--- config.mk ---
export PLATFORM = sky130hd
export DESIGN_NAME = point_in_polygon_test_core
export DESIGN_NICKNAME = d
export VERILOG_FILES = /design/src/rtl/core/pip_pkg.sv /design/src/rtl/core/pip_vstore.sv /design/src/rtl/core/pip_edge.sv /design/src/rtl/core/point_in_polygon_test_core.sv
export SDC_FILE = /design/constraint.sdc
export NUM_CORES = 2
export LEC_CHECK = 0
export ABC_AREA = 0
export BUFFER_PORTS_ARGS = -buffer_cell sky130_fd_sc_hd__buf_2
export CORE_ASPECT_RATIO = 1.2
export CORE_MARGIN = 10
export CORE_UTILIZATION = 55
export DETAILED_ROUTE_END_ITERATION = 8
export GPL_TIMING_DRIVEN = 0
export PLACE_DENSITY = 0.71
export SYNTH_ARGS = -nofsm -noshare
export SYNTH_HDL_FRONTEND = slang
export SYNTH_SLANG_ARGS = --single-unit
--- constraint.sdc ---
create_clock -name clk -period 21.6 [get_ports clk]
set_input_delay 2.16 -clock clk [delete_from_list [all_inputs] [get_ports clk]]
set_output_delay 2.16 -clock clk [all_outputs]
set_load 0.02 [all_outputs]
--- src/rtl/core/pip_pkg.sv ---
// ----------------------------------------------------------------------------
// pip_pkg
// Shared types and constants for the point-in-polygon test core.
// ----------------------------------------------------------------------------
package pip_pkg;

  localparam int NUM_VERTICES = 10;
  localparam int IDX_W        = $clog2(NUM_VERTICES);
  localparam int VIDX_W       = 4;
  localparam int COORD_W      = 16;
  localparam int DIFF_W       = COORD_W + 1;
  localparam int PROD_W       = 2 * DIFF_W;

  localparam logic [IDX_W-1:0] LAST_IDX = IDX_W'(NUM_VERTICES - 1);

  localparam logic KIND_LOAD = 1'b0;
  localparam logic KIND_TEST = 1'b1;

  typedef struct packed {
    logic en;
    logic phase;
  } edge_ctl_t;

endpackage

--- src/rtl/core/pip_vstore.sv ---
// ----------------------------------------------------------------------------
// pip_vstore
// Polygon vertex register file, one write port and one registered read port.
// ----------------------------------------------------------------------------
module pip_vstore
  import pip_pkg::*;
(
  input  logic                      clk,
  input  logic                      rst_n,
  input  logic                      wr_en,
  input  logic [IDX_W-1:0]          wr_addr,
  input  logic signed [COORD_W-1:0] wr_x,
  input  logic signed [COORD_W-1:0] wr_y,
  input  logic [IDX_W-1:0]          rd_addr,
  output logic signed [COORD_W-1:0] rd_x,
  output logic signed [COORD_W-1:0] rd_y
);

  logic signed [COORD_W-1:0] vx_r [NUM_VERTICES];
  logic signed [COORD_W-1:0] vy_r [NUM_VERTICES];
  logic signed [COORD_W-1:0] rd_x_r;
  logic signed [COORD_W-1:0] rd_y_r;

  always_ff @(posedge clk) begin
    if (!rst_n) begin
      for (int i = 0; i < NUM_VERTICES; i++) begin
        vx_r[i] <= '0;
        vy_r[i] <= '0;
      end
    end else if (wr_en) begin
      vx_r[wr_addr] <= wr_x;
      vy_r[wr_addr] <= wr_y;
    end
  end

  always_ff @(posedge clk) begin
    rd_x_r <= vx_r[rd_addr];
    rd_y_r <= vy_r[rd_addr];
  end

  assign rd_x = rd_x_r;
  assign rd_y = rd_y_r;

endmodule

--- src/rtl/core/pip_edge.sv ---
// ----------------------------------------------------------------------------
// pip_edge
// Edge crossing unit: one shared multiplier gives both cross products of an
// edge, one in each phase; the compare follows in the cycle after the second.
// ----------------------------------------------------------------------------
module pip_edge
  import pip_pkg::*;
(
  input  logic                      clk,
  input  logic                      rst_n,
  input  edge_ctl_t                 ctl,
  input  logic signed [COORD_W-1:0] px,
  input  logic signed [COORD_W-1:0] py,
  input  logic signed [COORD_W-1:0] ax,
  input  logic signed [COORD_W-1:0] ay,
  input  logic signed [COORD_W-1:0] bx,
  input  logic signed [COORD_W-1:0] by,
  output logic                      flip_v,
  output logic                      flip
);

  logic signed [DIFF_W-1:0] dpx;
  logic signed [DIFF_W-1:0] dby;
  logic signed [DIFF_W-1:0] dbx;
  logic signed [DIFF_W-1:0] dpy;
  logic signed [DIFF_W-1:0] mul_a;
  logic signed [DIFF_W-1:0] mul_b;
  logic signed [PROD_W-1:0] prod;
  logic                     straddle;

  logic signed [PROD_W-1:0] lhs_r;
  logic signed [PROD_W-1:0] rhs_r;
  logic                     strad_r;
  logic                     dpos_r;
  logic                     cmp_v_r;

  assign dpx = $signed({px[COORD_W-1], px}) - $signed({ax[COORD_W-1], ax});
  assign dby = $signed({by[COORD_W-1], by}) - $signed({ay[COORD_W-1], ay});
  assign dbx = $signed({bx[COORD_W-1], bx}) - $signed({ax[COORD_W-1], ax});
  assign dpy = $signed({py[COORD_W-1], py}) - $signed({ay[COORD_W-1], ay});

  assign straddle = (ay > py) != (by > py);

  // shared multiplier
  assign mul_a = ctl.phase ? dbx : dpx;
  assign mul_b = ctl.phase ? dpy : dby;
  assign prod  = mul_a * mul_b;

  always_ff @(posedge clk) begin
    if (ctl.en && !ctl.phase) begin
      lhs_r <= prod;
    end
    if (ctl.en && ctl.phase) begin
      rhs_r   <= prod;
      strad_r <= straddle;
      dpos_r  <= by > ay;
    end
  end

  always_ff @(posedge clk) begin
    if (!rst_n) begin
      cmp_v_r <= 1'b0;
    end else begin
      cmp_v_r <= ctl.en && ctl.phase;
    end
  end

  assign flip_v = cmp_v_r;
  assign flip   = cmp_v_r && strad_r && (dpos_r ? (lhs_r < rhs_r) : (lhs_r > rhs_r));

endmodule

--- src/rtl/core/point_in_polygon_test_core.sv ---
// ----------------------------------------------------------------------------
// point_in_polygon_test_core
// Even-odd point-in-polygon test over a stored closed polygon.
// ----------------------------------------------------------------------------
// A load request (in_kind 0) writes one vertex at the edge it is accepted and
// never raises busy; an index at or beyond the vertex count is dropped. A test
// request (in_kind 1) walks every polygon edge through one shared multiplier,
// two products per edge, while busy stays high through the prime, edge and
// drain states. out_valid pulses for one cycle as busy falls, and a new request
// may be accepted while it is high. The receiver cannot stall: the result is
// there for exactly that one cycle.
module point_in_polygon_test_core
  import pip_pkg::*;
(
  input  logic                      clk,
  input  logic                      rst_n,
  input  logic                      start,
  output logic                      busy,
  input  logic                      in_kind,
  input  logic [VIDX_W-1:0]         in_vertex_index,
  input  logic signed [COORD_W-1:0] in_coord_x,
  input  logic signed [COORD_W-1:0] in_coord_y,
  output logic                      out_valid,
  output logic                      out_inside_res
);

  typedef enum logic [1:0] {
    ST_IDLE,
    ST_PRIME,
    ST_EDGE,
    ST_DRAIN
  } state_t;

  state_t                    state_r, state_nxt;
  logic [IDX_W-1:0]          idx_r, idx_nxt;
  logic                      phase_r, phase_nxt;
  logic signed [COORD_W-1:0] px_r, px_nxt;
  logic signed [COORD_W-1:0] py_r, py_nxt;
  logic signed [COORD_W-1:0] bx_r, bx_nxt;
  logic signed [COORD_W-1:0] by_r, by_nxt;
  logic                      parity_r, parity_nxt;
  logic                      out_valid_r, out_valid_nxt;
  logic                      out_inside_r, out_inside_nxt;

  logic                      accept;
  logic                      wr_en;
  logic [IDX_W-1:0]          rd_addr;
  logic signed [COORD_W-1:0] rd_x;
  logic signed [COORD_W-1:0] rd_y;
  edge_ctl_t                 ctl;
  logic                      flip_v;
  logic                      flip;

  assign busy   = state_r != ST_IDLE;
  assign accept = start && !busy;
  assign wr_en  = accept && (in_kind == KIND_LOAD) && (int'(in_vertex_index) < NUM_VERTICES);

  pip_vstore u_vstore (
    .clk     (clk),
    .rst_n   (rst_n),
    .wr_en   (wr_en),
    .wr_addr (IDX_W'(in_vertex_index)),
    .wr_x    (in_coord_x),
    .wr_y    (in_coord_y),
    .rd_addr (rd_addr),
    .rd_x    (rd_x),
    .rd_y    (rd_y)
  );

  pip_edge u_edge (
    .clk    (clk),
    .rst_n  (rst_n),
    .ctl    (ctl),
    .px     (px_r),
    .py     (py_r),
    .ax     (rd_x),
    .ay     (rd_y),
    .bx     (bx_r),
    .by     (by_r),
    .flip_v (flip_v),
    .flip   (flip)
  );

  always_comb begin
    state_nxt      = state_r;
    idx_nxt        = idx_r;
    phase_nxt      = phase_r;
    px_nxt         = px_r;
    py_nxt         = py_r;
    bx_nxt         = bx_r;
    by_nxt         = by_r;
    parity_nxt     = parity_r ^ (flip_v && flip);
    out_valid_nxt  = 1'b0;
    out_inside_nxt = out_inside_r;
    rd_addr        = idx_r;
    ctl.en         = 1'b0;
    ctl.phase      = phase_r;
    case (state_r)
      ST_IDLE: begin
        rd_addr = LAST_IDX;
        if (accept && (in_kind == KIND_TEST)) begin
          state_nxt  = ST_PRIME;
          px_nxt     = in_coord_x;
          py_nxt     = in_coord_y;
          parity_nxt = 1'b0;
        end
      end
      ST_PRIME: begin
        // closing vertex becomes the trailing end of the first edge
        bx_nxt    = rd_x;
        by_nxt    = rd_y;
        rd_addr   = '0;
        idx_nxt   = '0;
        phase_nxt = 1'b0;
        state_nxt = ST_EDGE;
      end
      ST_EDGE: begin
        ctl.en = 1'b1;
        if (!phase_r) begin
          phase_nxt = 1'b1;
        end else begin
          phase_nxt = 1'b0;
          bx_nxt    = rd_x;
          by_nxt    = rd_y;
          if (idx_r == LAST_IDX) begin
            state_nxt = ST_DRAIN;
          end else begin
            idx_nxt = idx_r + 1'b1;
            rd_addr = idx_r + 1'b1;
          end
        end
      end
      ST_DRAIN: begin
        state_nxt      = ST_IDLE;
        out_valid_nxt  = 1'b1;
        out_inside_nxt = parity_r ^ (flip_v && flip);
      end
      default: begin
        state_nxt = ST_IDLE;
      end
    endcase
  end

  always_ff @(posedge clk) begin
    if (!rst_n) begin
      state_r     <= ST_IDLE;
      idx_r       <= '0;
      phase_r     <= 1'b0;
      parity_r    <= 1'b0;
      out_valid_r <= 1'b0;
    end else begin
      state_r     <= state_nxt;
      idx_r       <= idx_nxt;
      phase_r     <= phase_nxt;
      parity_r    <= parity_nxt;
      out_valid_r <= out_valid_nxt;
    end
  end

  always_ff @(posedge clk) begin
    px_r         <= px_nxt;
    py_r         <= py_nxt;
    bx_r         <= bx_nxt;
    by_r         <= by_nxt;
    out_inside_r <= out_inside_nxt;
  end

  assign out_valid      = out_valid_r;
  assign out_inside_res = out_inside_r;

`ifndef NO_ASSERTIONS
  a_test_goes_busy: assert property (@(posedge clk) disable iff (!rst_n)
    (accept && (in_kind == KIND_TEST)) |=> busy)
    else $error("test request did not raise busy");

  a_load_stays_idle: assert property (@(posedge clk) disable iff (!rst_n)
    (accept && (in_kind == KIND_LOAD)) |=> !busy)
    else $error("load request raised busy");

  a_drain_gives_result: assert property (@(posedge clk) disable iff (!rst_n)
    (state_r == ST_DRAIN) |=> (out_valid && !busy))
    else $error("result strobe missing after last edge");

  a_single_strobe: assert property (@(posedge clk) disable iff (!rst_n)
    out_valid |-> !$past(out_valid))
    else $error("result strobe lasted more than one cycle");

  a_last_compare_in_drain: assert property (@(posedge clk) disable iff (!rst_n)
    (state_r == ST_DRAIN) |-> flip_v)
    else $error("last edge compare not aligned with drain");
`endif

endmodule

==> impl_metrics.json <==
{
  "rows": 110,
  "clock.fmax_ghz": 0.0866,
  "routed_wl_um": 109000,
  "dp_hpwl_um": 84200,
  "max_stage_delay_ps": 810,
  "finalCritPeriodShare": 0.535,
  "yosys_warnings": 0,
  "cp_max_fo": 10,
  "grt_max_degree": 35,
  "synth_edf_count": 647,
  "clock_latency_ps": 640,
  "vias_per_cell": 5.63,
  "min_path_cells": 0,
  "fin_hold_ws_ps": 391,
  "syn_to_final_growth_pct": 11.7,
  "dp_slack_ps": 10050,
  "slew_headroom": 0.0930,
  "grt_pass1_vias": 30000,
  "fin_crit_ps": 11550,
  "rrSetupSlack_ps": 10050,
  "synth.largest_area_cell": "edfxtp_1",
  "grt_pass1_wl_um": 168000,
  "clockBufferDepth": 3,
  "synth_top_area_frac": 0.463,
  "worst_slack_ps": 10050,
  "tightest_slew_ps": 1360,
  "ant_nets": 0,
  "ff2ff_path_depth": 35,
  "crit_type": "reg -> reg",
  "synth.area.top_cells": "edfxtp_1 (46%), fa_1 (14%), ha_1 (5.6%)",
  "cts_resized": 0,
  "start_kind": "flip-flop",
  "cap_violations": 0,
  "status": "finished clean",
  "rsz0062_at_grt": "false",
  "finalHoldViolations": 0,
  "clkTransAtPathRegs_ps": 60,
  "synth_area_per_cell_um2": 11.0,
  "gp_congestion": 0.957,
  "critPathSlowestCell": "xnor2_1",
  "drcViolationCount": 0,
  "synth_most_common_cell": "edfxtp_1",
  "htree_levels": 3,
  "cts_made_buffers": 71,
  "ys_types": 80,
  "startpoint": "phase_r",
  "drtPass1Iterations": 5,
  "post_cts_buffers": 0,
  "clock_sinks": 689,
  "cts-hold-fix-buffers": 0,
  "hold_class": "reg -> reg",
  "initial_core_util": 0.557,
  "reg2reg_from": "phase_r",
  "die_x_um": 272,
  "critPathCapture": "u_edge.lhs_r[32]",
  "die_h_um": 322,
  "final_util": 0.622,
  "crit_path_end_kind": "flip-flop",
  "cp.required_ps": 22090,
  "drive_above_1_share": 0.0727,
  "io_pins": 43,
  "coreArea_mm2": 0.0753,
  "grt.total_usage": 0.250,
  "cts_tree": "yes",
  "nNetsFinal": 4640,
  "first_iter_violations": 2542,
  "port_buffers": 42,
  "cts_root_buf": "clkbuf_16",
  "cpMostUsedCell": "fa_1",
  "synthTopCellsByCount": "edfxtp_1 (647), nand2_1 (532), nor2_1 (452)",
  "dr_total_vias": 29100,
  "critPathArrivalTime_ps": 12040,
  "dieArea_mm2": 0.0877,
  "syn_area_mm2": 0.0419,
  "synthCells": 3799,
  "ys.flop_type": "edfxtp_1",
  "synth-async-reset-ratio": 0,
  "routedWlPerCell_um": 21.1,
  "clock_skew_ps": 34.3,
  "ys_ff_latch": 689,
  "gr-total-overflow": 0,
  "setup_tns_ps": 0,
  "maxSlewViolCount": 0,
  "setup_viol": 0,
  "antenna_found_initial": 4,
  "synth_seq_area_share": 0.483,
  "rr_endpoint": "u_edge.lhs_r[32]"
}
-- critical path: cells and delay by family (launching register included) --
family,cells,cell delay [ps]
buffers and inverters,10,2720
xor gates and xnor gates,1,810
AOI/OAI and AO/OA,9,2550
muxes,1,150
adders and majority gates,9,4090
DFF,1,360
and+or+nand+nor,5,750
-- registers in the layout (all words and copies together) (netlist names), 34 cells and up --
signal         count
u_edge.lhs_r      34
u_vstore.vx_r    256
u_vstore.vy_r    256
u_edge.rhs_r      34
-- layout make-up --
cell class	instances	area, um2
fill	6181	28400
sequential	689	20300
multi-input combinational	2667	19900
clock buffer	92	1960
inverter	450	1690
tap	1008	1260
buffer	184	857
clock inverter	36	551
timing repair buffer	49	380
antenna	1	2.50
-- kinds of logic (layout without fill, tap and decap cells) --
family	after synthesis	count (layout)	synth area share
compound gates	582	582	0.0983
xor+xnor	76	76	0.0159
fa+ha+maj	488	488	0.199
buf+inv	634	811	0.0607
flops	689	689	0.483
mux	30	30	0.00770
other cells	1	193	0.0000894
simple gates	1299	1299	0.135
-- layout by cell type (no fill, tap or decap), drive strengths merged, types with 54 or more instances in the layout --
| cell | n |
|---|---|
| inv | 452 |
| buf | 120 |
| xnor2 | 54 |
| conb | 192 |
| fa | 299 |
| o21ai | 54 |
| a211oi | 142 |
| and3 | 133 |
| a22oi | 65 |
| a31oi | 135 |
| edfxtp | 647 |
| nor2 | 452 |
| a21oi | 66 |
| nand2 | 533 |
| clkbuf | 205 |
| ha | 189 |
-- layer usage --
layer,up-vias,global-route usage,share of wire
li1,13400,-,-
met1,14300,0.281,0.36
met2,1110,0.447,0.51
met3,290,0.0421,0.072
met4,4,0.136,0.055
met5,-,0,0.00025
-- stage by stage --
stage / instances / instance area [um2]
CTS: 5174 / 46800
floorplan: 3990 / 42700
global placement: 5040 / 44100
finish: 5176 / 46800
detailed placement: 5046 / 44300
global route: 5175 / 46800
-- worst min-delay path by stage --
| stage | startpoint | end | slack, ps |
|---|---|---|---|
| after floorplan | u_vstore.rd_x[10] | bx_r[10] | 410 |
| after global placement | u_vstore.rd_x[4] | bx_r[4] | 410 |
| after detailed placement | u_vstore.rd_x[6] | bx_r[6] | 410 |
| after global routing | u_vstore.rd_x[6] | bx_r[6] | 420 |
| final | u_vstore.rd_x[6] | bx_r[6] | 390 |
| after CTS | u_vstore.rd_x[6] | bx_r[6] | 390 |
Power is left out: the tool's default activity adds up to more than one toggle a clock period on the data nets, which glitch-free logic cannot reach.
